$ cat src/rtl/shape_overlap_test_2d_defines.svh
`ifndef SHAPE_OVERLAP_TEST_2D_DEFINES_SVH
`define SHAPE_OVERLAP_TEST_2D_DEFINES_SVH

// Concurrent checks sampled on clk and held off while arst_n is low.

// The antecedent implies the consequent in the same cycle.
`define SOT_ASSERT_IMPLY(lbl, ante, cons, msg) \
	lbl: assert property (@(posedge clk) disable iff (!arst_n) (ante) |-> (cons)) \
		else $error(msg);

// The antecedent implies the consequent a fixed number of cycles later.
`define SOT_ASSERT_DELAY(lbl, ante, n, cons, msg) \
	lbl: assert property (@(posedge clk) disable iff (!arst_n) (ante) |-> ##n (cons)) \
		else $error(msg);

`endif

$ cat src/rtl/sot_pkg.sv
`timescale 1ns / 1ps

package sot_pkg;

	// Configuration port shape.
	localparam int CFG_INDEX_WIDTH = 3;
	localparam int CFG_DATA_WIDTH  = 32;
	localparam int LAYER_WIDTH     = 5;
	localparam int MASK_WIDTH      = 32;

	// Register indexes.
	localparam logic [CFG_INDEX_WIDTH-1:0] REG_OWN_IS_CIRCLE = 3'd0;
	localparam logic [CFG_INDEX_WIDTH-1:0] REG_OWN_WIDTH     = 3'd1;
	localparam logic [CFG_INDEX_WIDTH-1:0] REG_OWN_HEIGHT    = 3'd2;
	localparam logic [CFG_INDEX_WIDTH-1:0] REG_OWN_RADIUS    = 3'd3;
	localparam logic [CFG_INDEX_WIDTH-1:0] REG_OWN_OFFSET_X  = 3'd4;
	localparam logic [CFG_INDEX_WIDTH-1:0] REG_OWN_OFFSET_Y  = 3'd5;
	localparam logic [CFG_INDEX_WIDTH-1:0] REG_OWN_ENABLED   = 3'd6;
	localparam logic [CFG_INDEX_WIDTH-1:0] REG_LAYER_MASK    = 3'd7;

	// Which test a request needs. Every test involving a circle runs as a
	// circle against a box, where two circles use a box of zero size.
	typedef enum logic {
		KIND_BOXES = 1'b0,
		KIND_ROUND = 1'b1
	} kind_t;

	typedef struct packed {
		logic  active;
		kind_t kind;
	} item_ctl_t;

endpackage

$ cat src/rtl/sot_front.sv
`timescale 1ns / 1ps

module sot_front #(
	parameter int COORD_WIDTH = 24
) (
	input  logic                                 start,
	output logic                                 busy,
	input  logic signed [COORD_WIDTH-1:0]        own_x,
	input  logic signed [COORD_WIDTH-1:0]        own_y,
	input  logic signed [COORD_WIDTH-1:0]        peer_x,
	input  logic signed [COORD_WIDTH-1:0]        peer_y,
	input  logic                                 peer_is_circle,
	input  logic [COORD_WIDTH-1:0]               peer_width,
	input  logic [COORD_WIDTH-1:0]               peer_height,
	input  logic [COORD_WIDTH-1:0]               peer_radius,
	input  logic signed [COORD_WIDTH-1:0]        peer_offset_x,
	input  logic signed [COORD_WIDTH-1:0]        peer_offset_y,
	input  logic                                 peer_enabled,
	input  logic [sot_pkg::LAYER_WIDTH-1:0]      peer_layer,
	input  logic                                 own_is_circle,
	input  logic [COORD_WIDTH-1:0]               own_width,
	input  logic [COORD_WIDTH-1:0]               own_height,
	input  logic [COORD_WIDTH-1:0]               own_radius,
	input  logic signed [COORD_WIDTH-1:0]        own_offset_x,
	input  logic signed [COORD_WIDTH-1:0]        own_offset_y,
	input  logic                                 own_enabled,
	input  logic [sot_pkg::MASK_WIDTH-1:0]       layer_mask,
	input  logic                                 queue_full,
	output logic                                 push,
	output sot_pkg::item_ctl_t                   ctl,
	output logic [9*COORD_WIDTH+4:0]             payload
);

	localparam int W = COORD_WIDTH;

	logic signed [W:0] x1, y1, x2, y2;
	logic signed [W:0] pa_x, pa_y, pb_x, pb_y;
	logic [W-1:0]      sa_w, sa_h, sb_w, sb_h;
	logic [W:0]        rad;
	logic              boxes;
	logic              own_is_a;

	assign busy = queue_full;
	assign push = start && !queue_full;

	// Centres with their offsets, one bit wider so the sum is exact.
	assign x1 = {own_x[W-1], own_x} + {own_offset_x[W-1], own_offset_x};
	assign y1 = {own_y[W-1], own_y} + {own_offset_y[W-1], own_offset_y};
	assign x2 = {peer_x[W-1], peer_x} + {peer_offset_x[W-1], peer_offset_x};
	assign y2 = {peer_y[W-1], peer_y} + {peer_offset_y[W-1], peer_offset_y};

	assign boxes    = !own_is_circle && !peer_is_circle;
	// Side A is the circle in a mixed pair, otherwise the local collider.
	assign own_is_a = !(peer_is_circle && !own_is_circle);

	always_comb begin
		pa_x = own_is_a ? x1 : x2;
		pa_y = own_is_a ? y1 : y2;
		pb_x = own_is_a ? x2 : x1;
		pb_y = own_is_a ? y2 : y1;
		sa_w = '0;
		sa_h = '0;
		sb_w = '0;
		sb_h = '0;
		rad  = '0;
		if (boxes) begin
			sa_w = own_width;
			sa_h = own_height;
			sb_w = peer_width;
			sb_h = peer_height;
		end else if (own_is_circle && peer_is_circle) begin
			rad = {1'b0, own_radius} + {1'b0, peer_radius};
		end else if (own_is_circle) begin
			sb_w = peer_width;
			sb_h = peer_height;
			rad  = {1'b0, own_radius};
		end else begin
			sb_w = own_width;
			sb_h = own_height;
			rad  = {1'b0, peer_radius};
		end
	end

	assign ctl.active = own_enabled && peer_enabled && layer_mask[peer_layer];
	assign ctl.kind   = boxes ? sot_pkg::KIND_BOXES : sot_pkg::KIND_ROUND;

	assign payload = {pa_x, pa_y, pb_x, pb_y, sa_w, sa_h, sb_w, sb_h, rad};

endmodule

$ cat config.mk
export PLATFORM = sky130hd
export DESIGN_NAME = sot_front
export DESIGN_NICKNAME = d
export VERILOG_FILES = /design/src/rtl/shape_overlap_test_2d_defines.svh /design/src/rtl/sot_pkg.sv /design/src/rtl/sot_front.sv
export SDC_FILE = /design/constraint.sdc
export NUM_CORES = 1
export LEC_CHECK = 0
export BUFFER_PORTS_ARGS = -buffer_cell sky130_fd_sc_hd__buf_2
export CAP_MARGIN = 5
export CORE_AREA = 2 2 234 236
export DETAILED_ROUTE_END_ITERATION = 12
export DIE_AREA = 0 0 236 238
export GPL_TIMING_DRIVEN = 0
export PLACE_DENSITY = 0.5
export SETUP_SLACK_MARGIN = 0.05
export SYNTH_ARGS = -nofsm -noshare
export SYNTH_HDL_FRONTEND = slang
export SYNTH_SLANG_ARGS = --single-unit
$ cat constraint.sdc
create_clock -name vclk -period 5.9
set_input_delay 1.18 -clock vclk [all_inputs]
set_output_delay 1.18 -clock vclk [all_outputs]
set_load 0.03 [all_outputs]
After elaboration in Yosys (flattened, before gate mapping)
Index checks and enable logic that the tools add are counted.

storage, ports and cells
  output and inout bits = 225
  memory bits (read-only) = 0
  memories kept = 0
  bits in registers = 0
  word-level logic and storage cells = 33
  RAM bits = 0
  input port bits = 379
  latch bits = 0

operators by class
  order comparisons = 1
  reduce and logical (&&, ||, !) cells = 9
  multipliers = 0
  bitwise logic cells = 0
  multiplexer cells = 18
  div/mod/pow operators = 0
  shift operators = 0
  equality and inequality tests = 0
  add/subtract/negate cells = 5

operators by type and width
  operator                                                                       number
  24-bit 2-to-1 mux                                                              9
  25-bit 2-to-1 mux                                                              6
  24-bit by 24-bit adder with 25-bit output                                      5
  1-bit logical AND                                                              6
  5-bit by 6-bit less-than comparator with 1-bit output (second input constant)  1
  1-bit binary-select mux with 5-bit select                                      1
  1-bit logical NOT                                                              3
  1-bit 2-to-1 mux                                                               2

Depth between registers and ports, before layout
  depth after elaboration = 3
  depth in mapped cells = 11
  depth with buffers taken out = 11

Worst setup path before layout
Ideal clock, no wire load.

  kind = input to output
  start point = input port peer_x[0]
  end point = output port payload[170]
  arrival time = 3.903 ns
  buffers on the path = 0
  data required time = 4.720 ns
  cell stages on the path = 10
  path slack = 0.817 ns
  cell sequence = ha_1 > fa_1 > a211oi_1 > o21ai_1 > a41oi_2 > a21oi_1 > a311o_1 > a41oi_1 > a31oi_1 > mux2i_1

between the ends
  longest elaborated chain between the ends = 2

RTL lines
  what                                       line             text
  start, declared                            sot_front.sv:10  input logic signed [COORD_WIDTH-1:0] peer_x,
  24-bit by 24-bit adder with 25-bit output  sot_front.sv:49  assign x2 = {peer_x[W-1], peer_x} + {peer_offset_x[W-1], peer_offset_x};
  25-bit 2-to-1 mux                          sot_front.sv:59  pb_x = own_is_a ? x2 : x1;
  end, declared                              sot_front.sv:31  output logic [9*COORD_WIDTH+4:0] payload

Every way passes these cells.

Worst setup path after layout
  start point = input port peer_x[0]
  end point = output port payload[168]

The elaborated chain is that of the path after synthesis.

==> results.md <==
- The run finished with clean final reports.
- The element type at the critical path start is a primary input.
- For this design the top-level I/O count stands at 604.
- The die footprint is 0.05617 mm2.
- The sequential cells in the finished layout cover a total of 0 um2.
- In this run the core area contains 85 standard-cell rows.
- The cell taking the most area after synthesis is sky130_fd_sc_hd__ha_1.
- Static timing analysis puts the maximum clock frequency at 178.6 MHz.
- From synthesis to final layout, the design area changed by 45.63%.
- The total congestion overflow is 0.
- After the last flow step, the layout net total stands at 2443.
- The startpoint-to-endpoint class of the critical path is in -> out.
- Counting every net in the synthesized netlist gives 1837.
- The region available for standard cell placement spans 0.05350 mm2.
- Setup violations remaining at the end of the flow were counted as 0.
- Summed over all nets, the half-perimeter wirelength after detailed placement is 52710 um.
- The slew of the pin with the lowest slew margin is 1.195 ns.
- The total number of vias is 12700.
- The height of the chip is 238 um.
- After detailed routing, the number of remaining DRC violations is 0.
- The analysis attributes to cell leakage a power of 6.619 nW.
- The die boundary width is 236 um.
- During synthesis, Yosys emitted a total of 0 warnings.
- The number of antenna violations at the first check in global routing came to 28.
- The number of max-slew violations in the final report was 0.
- The remaining antenna violation count after routing is 0.
- The largest net degree at the start of global routing is 11.
- The wire length of the first global-routing pass is 83060 um.
- For this run, the register share of the synthesized area comes to 0.
- The min-delay analysis places its worst path in the category in -> out.
- In this run the power density over the cells is 152.3 mW/mm2.
- The part of the cycle the worst path needs is 0.9492.
- The core occupancy in the finished layout is 0.2355.
- The global placement routability congestion is 0.9940.
- The netlist uses 66 different library cells.
- STA puts the critical path data required time at 4.72 ns.
- The first-pass iteration count of the detailed router is 5.
- After synthesis, the cell types taking the most area are sky130_fd_sc_hd__ha_1, sky130_fd_sc_hd__nand2_1, sky130_fd_sc_hd__o21ai_0.
- In the final layout, the share of cells above drive strength 1 is 0.3263.
- STA classifies the critical path endpoint as an output pin.
- The maximum fanout count along the critical path is 4.
- Data on the critical path arrives at its endpoint at 4.42 ns.
- The area fraction of the dominant cell type after synthesis is 0.1735.
- In the synthesized netlist, the cells that appear most often are sky130_fd_sc_hd__nand2_1, sky130_fd_sc_hd__ha_1, sky130_fd_sc_hd__o21ai_0.
- Across the run, the number of max-cap violations was 0.
- The first routing iteration left 625 violations.
- A synthesized cell averages 6.491 um2.
- Synthesis produced 1333 cells.
- The most common cell in the synthesized netlist is sky130_fd_sc_hd__nand2_1.
- The overall track demand over capacity in global routing is 0.1985.
- After synthesis the cells add up to 0.008652 mm2.
- The layout has 0 clock buffers.
- Summed over all layers, the routed wires come to 59480 um.
- The effective utilization at floorplan is 0.1617.
- Dividing the detail-routed wire length by the instance count gives 22.50 um.
- The clock period minus worst slack is 5.600 ns.
- Setup repair after global routing left no endpoint under its margin.
- The headroom to the max-slew limit is 0.2036.
- The number of hold buffers added after CTS is 0.
- The count of sequential standard cells is 0.
- The number of global-route vias before repair is 12470.
- The peak ir drop on the vdd network is 0.06092 mV.
- Setup total negative slack on the finished layout was measured at 0 ns.
- The final-report hold violation count is 0.
- The via count normalized by instance count is 4.802.
- The count of buffers inserted at the top-level ports is 602.
## logic make-up after synthesis
family                     count (synthesis)  share of synthesized area
and+or+nand+nor                          466                     0.2577
adders and majority gates                125                     0.1851
muxes                                     39                    0.06088
xor gates and xnor gates                  95                    0.09617
AOI/OAI and AO/OA                        467                     0.3384
buffers and inverters                    141                    0.06175
## stage by stage
stage / instance area (um2) / total power [mW] / instances / hold WS, ns / worst slack [ns]
global placement: 12540 / 1.907 / 2631 / 2.647 / 0.09273
detailed placement: 12540 / 1.912 / 2631 / 2.647 / 0.09371
finish: 12600 / 1.920 / 2644 / 2.645 / 0.2999
floorplan: 8652 / 1.228 / 1333 / 2.470 / 0.8174
CTS: 12540 / 1.921 / 2631 / 2.647 / 0.08680
global route: 12600 / 2.062 / 2643 / 2.658 / 0.08362
## worst max-delay path, stage by stage
cell and delay, ns:
sky130_fd_sc_hd__buf_2 0.10, sky130_fd_sc_hd__ha_1 0.23, sky130_fd_sc_hd__fa_1 0.46, sky130_fd_sc_hd__a211oi_1 0.31, sky130_fd_sc_hd__o21ai_1 0.20, sky130_fd_sc_hd__a41oi_2 0.31
sky130_fd_sc_hd__a21oi_1 0.21, sky130_fd_sc_hd__a311o_1 0.46, sky130_fd_sc_hd__a41oi_2 0.26, sky130_fd_sc_hd__a21oi_1 0.10, sky130_fd_sc_hd__o21ai_1 0.28, sky130_fd_sc_hd__buf_2 0.31
## layout make-up
cell class / count / area [um2]
fill: 6212 / 40900
multi-input combinational: 1192 / 8132
timing repair buffer: 604 / 3035
tap: 696 / 870.8
inverter: 82 / 307.8
buffer: 59 / 226.5
antenna: 11 / 27.53
## power breakdown
group | switching [mW] | internal, mW | leakage (nW)
combinational | 1.28 | 0.643 | 6.62
clock | 0 | 0.000000253 | 0.0000697
sequential | 0 | 0 | 0
## worst paths after layout
kind,slack (ns),endpoint,from,cells after the start
worst max-delay path,0.30,payload[168],peer_x[0],12
worst min-delay path,2.65,push,queue_full,3
## cell usage in the layout (no fill, tap or decap), types with 16 or more instances in the layout
| cell type | Yosys | layout |
|---|---|---|
| sky130_fd_sc_hd__a31oi_1 | 16 | 16 |
| sky130_fd_sc_hd__o21ai_1 | 53 | 53 |
| sky130_fd_sc_hd__xor2_1 | 35 | 35 |
| sky130_fd_sc_hd__o21ai_0 | 115 | 115 |
| sky130_fd_sc_hd__buf_2 | 1 | 603 |
| sky130_fd_sc_hd__a211oi_1 | 22 | 22 |
| sky130_fd_sc_hd__o21bai_1 | 20 | 20 |
| sky130_fd_sc_hd__mux2i_1 | 20 | 20 |
| sky130_fd_sc_hd__xnor2_1 | 60 | 60 |
| sky130_fd_sc_hd__inv_1 | 82 | 82 |
| sky130_fd_sc_hd__nand3b_1 | 20 | 20 |
| sky130_fd_sc_hd__nand3_1 | 21 | 21 |
| sky130_fd_sc_hd__a21o_1 | 53 | 53 |
| sky130_fd_sc_hd__and2_1 | 57 | 57 |
| sky130_fd_sc_hd__ha_1 | 120 | 120 |
| sky130_fd_sc_hd__nor2_1 | 66 | 66 |
| sky130_fd_sc_hd__clkbuf_1 | 42 | 42 |
| sky130_fd_sc_hd__nand2_1 | 214 | 214 |
| sky130_fd_sc_hd__a21oi_1 | 92 | 92 |
## what timing repair did
action	4_1_cts	5_1_grt
endpoints found under the hold margin	0	0
setup endpoints to repair	0	7
gates resized for setup	0	2
buffers inserted	0	1
## layer usage
layer	track usage	routed length, um
met1	0.2407	24650
met2	0.3630	29360
met3	0.02210	3084
met4	0.06582	2352
met5	0	25
(Power assumes the default switching activity.)
