$ cat src/rtl/shape_overlap_test_2d_defines.svh
`ifndef SHAPE_OVERLAP_TEST_2D_DEFINES_SVH
`define SHAPE_OVERLAP_TEST_2D_DEFINES_SVH

// Concurrent checks sampled on clk and held off while arst_n is low.

// The antecedent implies the consequent in the same cycle.
`define SOT_ASSERT_IMPLY(lbl, ante, cons, msg) \
	lbl: assert property (@(posedge clk) disable iff (!arst_n) (ante) |-> (cons)) \
		else $error(msg);

// The antecedent implies the consequent a fixed number of cycles later.
`define SOT_ASSERT_DELAY(lbl, ante, n, cons, msg) \
	lbl: assert property (@(posedge clk) disable iff (!arst_n) (ante) |-> ##n (cons)) \
		else $error(msg);

`endif

$ cat src/rtl/sot_queue.sv
`timescale 1ns / 1ps

module sot_queue #(
	parameter int WIDTH = 8
) (
	input  logic             clk,
	input  logic             arst_n,
	input  logic             push,
	input  logic [WIDTH-1:0] din,
	input  logic             pop,
	output logic [WIDTH-1:0] dout,
	output logic             empty,
	output logic             full
);

	logic [WIDTH-1:0] mem_q [2];
	logic             wr_ptr_q;
	logic             rd_ptr_q;
	logic [1:0]       count_q;
	logic             do_push;
	logic             do_pop;

	assign empty   = (count_q == 2'd0);
	assign full    = (count_q == 2'd2);
	assign do_push = push && !full;
	assign do_pop  = pop && !empty;
	assign dout    = mem_q[rd_ptr_q];

	always_ff @(posedge clk or negedge arst_n) begin
		if (!arst_n) begin
			wr_ptr_q <= 1'b0;
			rd_ptr_q <= 1'b0;
			count_q  <= 2'd0;
		end else begin
			if (do_push) begin
				wr_ptr_q <= !wr_ptr_q;
			end
			if (do_pop) begin
				rd_ptr_q <= !rd_ptr_q;
			end
			if (do_push && !do_pop) begin
				count_q <= count_q + 2'd1;
			end else if (do_pop && !do_push) begin
				count_q <= count_q - 2'd1;
			end
		end
	end

	always_ff @(posedge clk) begin
		if (do_push) begin
			mem_q[wr_ptr_q] <= din;
		end
	end

endmodule

$ cat config.mk
export PLATFORM = sky130hd
export DESIGN_NAME = sot_queue
export DESIGN_NICKNAME = d
export VERILOG_FILES = /design/src/rtl/shape_overlap_test_2d_defines.svh /design/src/rtl/sot_queue.sv
export SDC_FILE = /design/constraint.sdc
export NUM_CORES = 1
export LEC_CHECK = 0
export BUFFER_PORTS_ARGS = -buffer_cell sky130_fd_sc_hd__buf_2
export CORE_ASPECT_RATIO = 0.9
export CORE_UTILIZATION = 49
export DETAILED_ROUTE_END_ITERATION = 12
export PLACE_DENSITY = 0.77
export SLEW_MARGIN = 20
export SYNTH_ARGS = -nofsm -noshare
export SYNTH_HDL_FRONTEND = slang
export SYNTH_SLANG_ARGS = --single-unit
$ cat constraint.sdc
create_clock -name clk -period 2.4 [get_ports clk]
set_clock_uncertainty 0.15 [all_clocks]
set_input_delay 0.12 -clock clk [delete_from_list [all_inputs] [get_ports clk]]
set_output_delay 0.12 -clock clk [all_outputs]
set_load 0.01 [all_outputs]
## Word level (Yosys, flattened, before mapping)

Memory sizes are Yosys's and may differ from the RTL's.
Cells that the tools add are included.

| cells by class | value |
|---|---|
| $add $sub $neg | 2 |
| equality and inequality tests | 1 |
| muxes and demuxes | 4 |
| reduce and logical (&&, ||, !) cells | 12 |

Operators by type and width:

| kind | count |
|---|---|
| $logic_not A1 Y1 | 6 |
| $logic_and A1 B1 Y1 | 4 |
| $mux W2 | 2 |
| $add A2 B1 Y2 const B | 1 |
| $eq A2 B2 Y1 const B | 1 |
| $logic_not A2 Y1 | 1 |
| $mux W1 | 2 |
| $reduce_bool A2 Y1 | 1 |
| $sub A2 B1 Y2 const B | 1 |

| word-level totals | value |
|---|---|
| flip-flop bits (word level) | 4 |
| memory bits (writable) | 16 |
| input bits | 12 |
| output and inout port bits | 10 |
| logic and storage cells | 23 |
| memories kept | 1 |

Memories:

| name | words | bits a word | rd ports | clocked after Yosys merged registers in | wr ports | line | source |
|---|---|---|---|---|---|---|---|
| mem_q | 2 | 8 | 1 | 0 | 1 | sot_queue.sv:16 | `logic [WIDTH-1:0] mem_q [2];` |

## Logic depth before layout (Yosys ltp)

Gate-level depths: netlist of run 1.

| depth | value |
|---|---|
| depth in word-level cells | 7 |
| depth in mapped cells | 7 |
| mapped depth without buffers | 7 |

## Worst setup path after synthesis of run 1

OpenSTA, ideal clock, no wires.

| timing path | value |
|---|---|
| path kind | register -> register |
| from | reg count_q[0] |
| to | mem mem_q[0][0], enable pin |
| library setup time | 370 ps |
| arrival | 1022 ps |
| required time | 1880 ps |
| setup slack | 858 ps |
| stages on the path, launching flop included | 4 |
| path buffers | 0 |
| clock period less this slack | 1542 ps |
| path through | dfrtp_1 nand2b_1 nand2_2 nor2_1 |

| on the way | value |
|---|---|
| cells in the longest elaborated chain, start to end | 5 |

Ends and longest elaborated chain:

| element | line | source |
|---|---|---|
| start: declaration | sot_queue.sv:19 | `logic [1:0] count_q;` |
| start signal: assignment | sot_queue.sv:42 | `count_q <= count_q + 2'd1;` |
| start signal: assignment | sot_queue.sv:44 | `count_q <= count_q - 2'd1;` |
| $eq A2 B2 Y1 | sot_queue.sv:24 | `assign full = (count_q == 2'd2);` |
| $logic_not A1 Y1 | sot_queue.sv:25 | `assign do_push = push && !full;` |
| $logic_and A1 B1 Y1 | sot_queue.sv:25 |  |
| $mux W1 | sot_queue.sv:50 | `if (do_push) begin` |
| $mux W1 (not written as such) | sot_queue.sv:51 | `mem_q[wr_ptr_q] <= din;` |
| end: declaration | sot_queue.sv:16 |  |

Every way passes these cells.

## Worst setup path after layout of run 1

| timing path | value |
|---|---|
| from | reg count_q[0] |
| to | mem mem_q[0][4], enable pin |

The elaborated chain is that of the path after synthesis.

==> run_results.csv, run 1 <==
group,metric,value,unit
run_status,status,"complete, no violations",
place,place.gp.congestion,0.6382,
drt,drcViolationCount,0,
worst_setup_path,rrSetupSlack,610,ps
worst_hold_path,holdPathEnd,"rd_ptr_q$_DFFE_PN0P_",
timing,tightestPinTransition,693.6,ps
synthesis,synth_edf_count,16,
global_route,first_global_vias,459,
clocking,ctsRootBufferMaster,"clkbuf_4",
drt,ant_nets,0,
drt,drt-wirelength-per-cell,13.51,um
synthesis,syn_avg_cell_area,17.77,sq um
drt,first_pass_iters,6,
timing,slew_viol_final,0,
timing,finalSetupViolCount,0,
pwr,p_leak,0.4412,nW
finish,fill_cells,100,
synthesis,synth_sequential_area_ratio,0.7424,
worst_setup_path,crit_type,"flip-flop to flip-flop",
clocking,cts_resized,0,
floorplanning,io_pins,22,
finish,utilization,0.7154,
finish,nNetsFinal,93,
worst_setup_path,required,2190,ps
job,drv_cap,0,
global_route,grt_pass1_wl,2.042,mm
finish,seq_area,580.6,sq um
place,place_worst_setup_slack,624.2,ps
worst_setup_path,crit_fanout,8,
synthesis,synthArstFlopShare,0.2000,
timing,hold_viol_final,0,
timing,period_share,0.7468,
place,portBuffers,21,
synthesis,yosys.cell_types.count,15,
timing,grt_setup_unrepaired,"no",
floorplanning,die_height,39.90,um
place,dp_cells,79,
synthesis,ys.flop_type,"edfxtp_1",
drt,routed_wl,1.270,mm
finish,drive_gt1_frac,0.3671,
drt,vias,469,
timing,post-route-min-period,1792,ps
worst_setup_path,setup.worst_path.end_class,"flip-flop",
finish,syn_to_final_growth,33.92,%
worst_setup_path,rr_worst_depth,3,
floorplanning,die_x,44.11,um
worst_setup_path,reg2reg_from,"count_q[0]$_DFFE_PN0P_",
global_route,grt_max_degree,12,
timing,fin_setup_tns,0,ps
synthesis,ys_warn_count,0,
worst_hold_path,min_from,"pop",
pwr,p_per_area,1070,mW/mm^2
clocking,cts.sinks,20,
global_route,grt_usage,0.1750,
worst_hold_path,holdCritPathClass,"input pin to flip-flop",
timing,fin_hold_ws,11.55,ps
clocking,cts_hold_buf,11,
global_route,gr-total-overflow,0,
worst_setup_path,r2r-end,"mem_q[0][4]$_DFFE_PP_",
finish,final_cells,94,
floorplanning,coreArea,0.001464,sq mm
clocking,clock_latency,290,ps
synthesis,synth_nets,57,
finish,layout_commonest_cell,"buf_2",
worst_setup_path,cp.arrival,1580,ps
drt,viasPerCell,4.989,
timing,worst_slack,607.6,ps
timing,fmax,0.5579,GHz
pwr,vdd.ir_drop.worst,705.3,uV
finish,multi_input_area,188.9,sq um
clocking,clockBufferDepth,2,
worst_setup_path,cp-start-kind,"flip-flop",
floorplanning,initial_core_util,0.5342,
floorplanning,row_count,13,
clocking,cts_setup_buffers,0,
clocking,cts_tree,"yes",
worst_hold_path,worstHoldPathCells,3,
finish,antennaDiodeCount,0,
clocking,path_clk_slew,110,ps
floorplanning,dieArea,0.001760,sq mm
timing,relSlewSlack,0.5359,
clocking,cts_inserted_buffers,3,
clocking,htree_levels,1,
finish,final_cell_mix,"buf_2, edfxtp_1, dlygate4sd3_1, mux2_1, dfrtp_1",
synthesis,ys_ff_latch,20,
global_route,antenna_found_initial,0,
drt,drt_first_iter_violations,10,
synthesis,postSynthCellCount,44,
synthesis,syn_area,782.0,sq um
## sequential cells by signal, summed over array words and instances (netlist names)
| register | cells |
|---|---|
| mem_q | 16 |
| count_q | 2 |
| rd_ptr_q | 1 |
| wr_ptr_q | 1 |
## synthesized netlist by cell type, types with 2 or more instances
cell	instances	share of area
inv_1	2	0.0096
mux2_1	6	0.086
edfxtp_1	16	0.61
xnor2_1	2	0.022
xor2_1	2	0.022
mux2_2	2	0.029
dfrtp_1	4	0.13
nor2_1	3	0.014
## metrics by stage
step | cell area (sq um) | total power [mW]
after global placement | 900.9 | 0.9100
final | 1047 | 1.120
after CTS | 1047 | 1.129
after detailed placement | 900.9 | 0.9244
after floorplan | 782.0 | 0.8026
after global routing | 1047 | 1.194
## critical path: stages (launching register included)
cell and delay (ps):
dfrtp_1 440, nand2b_1 190, nand2_2 110, nor2_1 550
## power by group
part           leakage, nW  internal, mW  switching [mW]
registers            0.195         0.485          0.0765
clock network       0.0210        0.0924          0.0963
logic                0.225         0.190           0.180
## metal layers
metal / vias up / part of all wire / global-route usage
li1: 228 / - / -
met1: 231 / 0.41 / 0.1867
met5: - / 0 / 0
met4: 0 / 0 / 0.06818
met2: 10 / 0.56 / 0.3382
met3: 0 / 0.026 / 0.04147
## cell families after synthesis
group	Yosys count	synth area share
mux	8	0.1152
flops	20	0.7424
buf+inv	3	0.01600
simple gates	6	0.03841
compound gates	1	0.006394
fa+ha+maj	1	0.01600
xor+xnor	5	0.06561
## worst max path at each step
stage | start | to | depth (start not counted)
global route | count_q[0]$_DFFE_PN0P_ | mem_q[0][4]$_DFFE_PP_ | 3
detailed placement | count_q[0]$_DFFE_PN0P_ | mem_q[0][4]$_DFFE_PP_ | 3
CTS | count_q[0]$_DFFE_PN0P_ | mem_q[0][4]$_DFFE_PP_ | 3
floorplan | count_q[0]$_DFFE_PN0P_ | mem_q[0][0]$_DFFE_PP_ | 3
finish | count_q[0]$_DFFE_PN0P_ | mem_q[0][4]$_DFFE_PP_ | 3
global placement | count_q[0]$_DFFE_PN0P_ | mem_q[0][4]$_DFFE_PP_ | 3
## layout make-up
type                            count  area share
Tap cell                           15     0.01792
Inverter                            2    0.007168
Timing Repair Buffer               32      0.2055
Sequential cell                    20      0.5544
Clock buffer                        4     0.03465
Multi-Input combinational cell     21      0.1804
Power figures use the tool's default switching activity.
==> run 2: changes to the inputs <==
--- a/config.mk
+++ b/config.mk
@@ -7,9 +7,9 @@
 export LEC_CHECK = 0
 export BUFFER_PORTS_ARGS = -buffer_cell sky130_fd_sc_hd__buf_2
 export CORE_ASPECT_RATIO = 0.9
-export CORE_UTILIZATION = 49
+export CORE_UTILIZATION = 44
 export DETAILED_ROUTE_END_ITERATION = 12
-export PLACE_DENSITY = 0.77
+export PLACE_DENSITY = 0.73
 export SLEW_MARGIN = 20
 export SYNTH_ARGS = -nofsm -noshare
 export SYNTH_HDL_FRONTEND = slang
==> constraint.sdc (replaced) <==
create_clock -name clk -period 1.5 [get_ports clk]
set_clock_uncertainty 0.15 [all_clocks]
set_input_delay 0.075 -clock clk [delete_from_list [all_inputs] [get_ports clk]]
set_output_delay 0.075 -clock clk [all_outputs]
set_load 0.01 [all_outputs]
==> run 2 against run 1 <==
Effect of this change:
- the run now ends with negative setup slack left
- die area up 11%
- count of clock-buffer cells in the layout unchanged
- sequential share of layout area shrank 4.9 points
- cell area up 10%
- flip-flop and latch count is the same
- global-route usage down 2.5 points
- utilization shrank 2.1 points
- first-iteration DRC count fell by 60%
- critical endpoint is now dout[6]
- largest power group unchanged
==> run_results.csv, run 2 (synthesis results as in run 1) <==
group,metric,value,unit
clocking,clockBufferDepth,2,
drt,viasPerCell,4.363,
drt,ant_nets,0,
clocking,path_clk_slew,100,ps
pwr,pwr-share-clk,0.127,
worst_setup_path,crit_fanout,9,
worst_setup_path,crit_type,"flip-flop to primary output",
global_route,grt_max_degree,12,
finish,regMostFlops,"mem_q",
finish,reg_top3,"mem_q (16), count_q (2)",
place,place.gp.congestion,0.6670,
floorplanning,row_count,14,
drt,vias,493,
worst_hold_path,holdCritPathClass,"input pin to flip-flop",
finish,drive_gt1_frac,0.4944,
timing,hold_viol_final,0,
finish,final_cell_mix,"buf_2, edfxtp_1, dlygate4sd3_1, buf_4, mux2_1",
finish,final_cell_area,0.001155,sq mm
clocking,htree_levels,1,
pwr,p_leak,0.4921,nW
drt,drcViolationCount,0,
pwr,power_frac_seq,0.461,
pwr,power_frac_comb,0.413,
clocking,cts_tree,"yes",
worst_setup_path,required,1270,ps
global_route,grt_pass1_wl,1.987,mm
global_route,gr-total-overflow,0,
finish,layout_commonest_cell,"buf_2",
drt,first_pass_iters,2,
floorplanning,die_height,42.00,um
clocking,cts.sinks,20,
drt,drt-wirelength-per-cell,11.64,um
place,portBuffers,21,
pwr,power.share.switching,0.3176,
timing,tightestPinTransition,219.0,ps
timing,post-route-min-period,1523,ps
pwr,finalPower,1.963,mW
pwr,p_sw,0.6235,mW
finish,largest_reg_flops,16,
floorplanning,coreArea,0.001664,sq mm
floorplanning,dieArea,0.001950,sq mm
timing,fmax,0.6567,GHz
finish,antennaDiodeCount,0,
worst_setup_path,setup.worst_path.end_class,"primary output",
timing,finalSetupViolCount,4,
floorplanning,die_x,46.44,um
timing,worst_slack,-22.85,ps
drt,routed_wl,1.315,mm
run_status,status,"complete, but fails checks",
timing,period_share,1.015,
floorplanning,io_pins,22,
clocking,cts_inserted_buffers,3,
drt,drt_first_iter_violations,4,
clocking,clock_latency,290,ps
finish,nNetsFinal,103,
global_route,grt_usage,0.1497,
timing,relSlewSlack,0.8540,
pwr,p_int,1.340,mW
worst_setup_path,cp_slowest_cell,"dfrtp_2",
worst_setup_path,cp.arrival,1300,ps
global_route,antenna_found_initial,0,
finish,syn_to_final_growth,47.68,%
finish,utilization,0.6940,
pwr,vdd.ir_drop.worst,1030,uV
clocking,ctsRootBufferMaster,"clkbuf_4",
timing,slew_viol_final,0,
worst_setup_path,crit_chain,"mux2_1 > buf_2",
worst_setup_path,cp-start-kind,"flip-flop",
place,post_dp_cell_area,964.7,sq um
job,drv_cap,0,
pwr,p_per_area,1700,mW/mm^2
floorplanning,initial_core_util,0.4699,
worst_setup_path,max_stage_delay,500,ps
run_status,violations,"negative setup slack",
timing,grt_setup_unrepaired,"yes",
global_route,first_global_vias,477,
place,place_hpwl,863.1,um
## run 2: cell count changes in the layout (fill, tap and decap cells not counted), sizes merged
cell | previous run | this run
buf | 21 | 31
## run 2: path summary, 6_finish.rpt
kind,from,end,slack (ps),cells past startpoint
worst min-delay path,push,count_q[0]$_DFFE_PN0P_,90,5
max in group asynchronous,arst_n,count_q[1]$_DFFE_PN0P_,470,3
worst min register to register,wr_ptr_q$_DFFE_PN0P_,wr_ptr_q$_DFFE_PN0P_,420,1
min in group asynchronous,arst_n,wr_ptr_q$_DFFE_PN0P_,540,3
worst max register to register,count_q[0]$_DFFE_PN0P_,count_q[1]$_DFFE_PN0P_,10,5
worst max-delay path,rd_ptr_q$_DFFE_PN0P_,dout[6],-20,2
## run 2: worst max-delay path, delay by kind of cell (launching register included)
family	cells	cell delay, ps
DFF	1	500
muxes	1	360
buffers and inverters	1	140
## run 2: cell type report
class,instances,area [sq um]
clock buffer,4,26.28
fill,118,509.2
inverter,2,7.507
multi-input combinational,21,217.7
sequential,20,583.1
tap,24,30.03
timing repair buffer,42,290.3
## run 2: per-layer routing
layer / vias to the layer above / track usage / wire length (um)
li1: 247 / - / -
met1: 229 / 0.2018 / 595
met2: 13 / 0.2139 / 635
met3: 4 / 0.01293 / 37
met4: 0 / 0.1235 / 46
met5: - / 0 / 0
## run 2: power by group through the flow
stage | logic, mW | clock network [mW] | registers [mW]
final | 0.810 | 0.249 | 0.904
after global routing | 0.878 | 0.274 | 0.921
after CTS | 0.767 | 0.261 | 0.899
after detailed placement | 0.682 | 0 | 0.905
after global placement | 0.665 | 0 | 0.902
after floorplan | 0.453 | 0 | 0.854
## run 2: timing repair
action | 4_1_cts | 5_1_grt
pin swaps | 2 | 4
setup buffers | 3 | 1
endpoints found under the setup margin | 9 | 17
endpoints found under the hold margin | 21 | 0
resized for setup | 4 | 3
hold buffers | 11 | 0
## run 2: stage by stage
stage	hold WS (ps)	setup slack, ps	TNS, ps	cells
6_report	94.77	-22.85	-45.27	113
5_1_grt	117.5	-70.21	-421.6	113
4_1_cts	84.21	-33.14	-155.8	112
3_5_place_dp	-257.7	-40.18	-40.18	94
3_3_place_gp	-262.7	21.30	0	94
2_1_floorplan	-370.6	-27.65	-221.2	44
==> run 3: changes to the inputs <==
--- a/config.mk
+++ b/config.mk
@@ -9,8 +9,10 @@
 export CORE_ASPECT_RATIO = 0.9
 export CORE_UTILIZATION = 44
 export DETAILED_ROUTE_END_ITERATION = 12
+export GPL_TIMING_DRIVEN = 0
 export PLACE_DENSITY = 0.73
 export SLEW_MARGIN = 20
 export SYNTH_ARGS = -nofsm -noshare
 export SYNTH_HDL_FRONTEND = slang
 export SYNTH_SLANG_ARGS = --single-unit
+export TNS_END_PERCENT = 5
==> run 3 against run 2 <==
Effect of this change:
- non-clock buffer count shrank 5
- sequential power shrank 3.8%
- highest routed layer is now met3
- critical endpoint is now count_q[1]$_DFFE_PN0P_
- flip-flop and latch count is the same
- the flow finishes with violations (design-rule violations, negative setup slack)
==> run_results.csv, run 3 (synthesis results as in run 1) <==
group,metric,value,unit
run_status,status,"complete, but fails checks",
run_status,violations,"design-rule violations, negative setup slack",
worst_hold_path,holdPathEnd,"wr_ptr_q$_DFFE_PN0P_",
clocking,htree_levels,1,
worst_setup_path,cp.arrival,1570,ps
place,place_hpwl,762.6,um
worst_setup_path,setup.worst_path.end_class,"flip-flop",
finish,nNetsFinal,98,
pwr,vdd.ir_drop.worst,1146,uV
global_route,grt_usage,0.1454,
job,drv_cap,0,
worst_setup_path,r2r-end,"count_q[1]$_DFFE_PN0P_",
worst_setup_path,reg2reg_from,"count_q[0]$_DFFE_PN0P_",
clocking,cts.sinks,20,
drt,viasPerCell,4.370,
global_route,grt_pass1_wl,1.987,mm
timing,finalSetupViolCount,3,
finish,antennaDiodeCount,0,
global_route,antenna_found_initial,0,
finish,largest_reg_flops,16,
clocking,cts_tree,"yes",
timing,slew_viol_final,0,
finish,final_cells,108,
worst_hold_path,holdCritPathClass,"input pin to flip-flop",
worst_setup_path,crit_fanout,4,
place,portBuffers,21,
timing,post-route-min-period,1542,ps
pwr,p_per_area,1789,mW/mm^2
clocking,path_clk_slew,110,ps
worst_hold_path,min_from,"push",
worst_setup_path,rr_worst_depth,6,
timing,period_share,1.028,
finish,utilization,0.7120,
floorplanning,io_pins,22,
place,post_dp_cell_area,917.1,sq um
drt,routed_wl,1.329,mm
timing,tightestPinTransition,451.3,ps
place,dp_cells,89,
drt,drt-wirelength-per-cell,12.31,um
drt,drcViolationCount,1,
worst_setup_path,crit_type,"flip-flop to flip-flop",
timing,fmax,0.6483,GHz
floorplanning,coreArea,0.001664,sq mm
pwr,p_leak,0.5081,nW
clocking,cts_inserted_buffers,3,
finish,reg_top3,"mem_q (16), count_q (2)",
clocking,clock_latency,290,ps
worst_hold_path,worstHoldPathCells,4,
floorplanning,dieArea,0.001950,sq mm
floorplanning,die_x,46.44,um
floorplanning,die_height,42.00,um
clocking,ctsRootBufferMaster,"clkbuf_4",
timing,grt_setup_unrepaired,"yes",
global_route,gr-total-overflow,0,
worst_setup_path,required,1530,ps
timing,worst_slack,-42.38,ps
place,place.gp.congestion,0.6801,
drt,first_pass_iters,8,
drt,vias,472,
global_route,grt_max_degree,12,
worst_setup_path,cp-start-kind,"flip-flop",
worst_setup_path,rrSetupSlack,-40,ps
global_route,first_global_vias,469,
place,place_worst_setup_slack,-327.2,ps
floorplanning,row_count,14,
finish,final_cell_area,0.001185,sq mm
drt,ant_nets,0,
clocking,clockBufferDepth,2,
floorplanning,initial_core_util,0.4699,
drt,drt_first_iter_violations,8,
finish,final_cell_mix,"buf_2, edfxtp_1, dlygate4sd3_1, buf_6, mux2_4",
finish,drive_gt1_frac,0.5357,
timing,relSlewSlack,0.6988,
finish,regMostFlops,"mem_q",
timing,hold_viol_final,0,
finish,syn_to_final_growth,51.52,%
-- run 3: final cells by class --
cell class / count / area [sq um]
fill: 123 / 479.2
clock buffer: 4 / 36.28
timing repair buffer: 36 / 276.5
tap: 24 / 30.03
multi-input combinational: 21 / 241.5
buffer: 1 / 11.26
inverter: 2 / 7.507
sequential: 20 / 581.8
-- run 3: layer usage --
metal  wire length (um)  track usage  vias up  part of all wire
li1                   -            -      237                 -
met1                617       0.1845      221              0.46
met2                676       0.2333       14              0.51
met3                 35      0.02586        0             0.026
met4                  0      0.07059        0                 0
met5                  0            0        -                 0
-- run 3: critical path: stages (launching register included) --
cell and delay (ps):
dfrtp_1 410, buf_4 170, o21ai_4 150, ha_2 190, xor2_1 140, nor2_1 70
xor2_1 150
-- run 3: worst max path at each step --
stage                           startpoint                      to  slack, ps  cells past startpoint
floorplan           count_q[0]$_DFFE_PN0P_   mem_q[0][0]$_DFFE_PP_        -40                      3
global route        count_q[0]$_DFFE_PN0P_  count_q[1]$_DFFE_PN0P_       -120                      6
finish              count_q[0]$_DFFE_PN0P_  count_q[1]$_DFFE_PN0P_        -40                      6
global placement    count_q[0]$_DFFE_PN0P_   mem_q[0][0]$_DFFE_PP_       -290                      3
detailed placement  count_q[0]$_DFFE_PN0P_   mem_q[0][7]$_DFFE_PP_       -330                      3
CTS                   rd_ptr_q$_DFFE_PN0P_                 dout[7]         -4                      3
-- run 3: what timing repair did --
| action | CTS | global route |
|---|---|---|
| pin swaps | 1 | 4 |
| gates cloned | 0 | 0 |
| hold endpoints to repair | 21 | 0 |
| endpoints found under the setup margin | 26 | 17 |
| hold buffers | 11 | 0 |
| buffers inserted | 2 | 2 |
| resized for setup | 8 | 14 |
-- run 3: through the flow --
step                      hold slack, ps  setup TNS [ps]  total power [mW]
after floorplan                   -370.6          -370.1             1.284
after global placement            -265.6           -2636             1.472
after detailed placement          -262.5           -2845             1.486
after CTS                          9.686          -6.634             1.927
after global routing               14.41           -1133             2.240
final                              8.235          -44.86             2.119
-- run 3: where the power goes --
group	internal, mW	switching, mW	total, mW
clock	0.148	0.148	0.296
sequential	0.779	0.0909	0.870
combinational	0.546	0.407	0.954
total	1.47	0.646	2.12
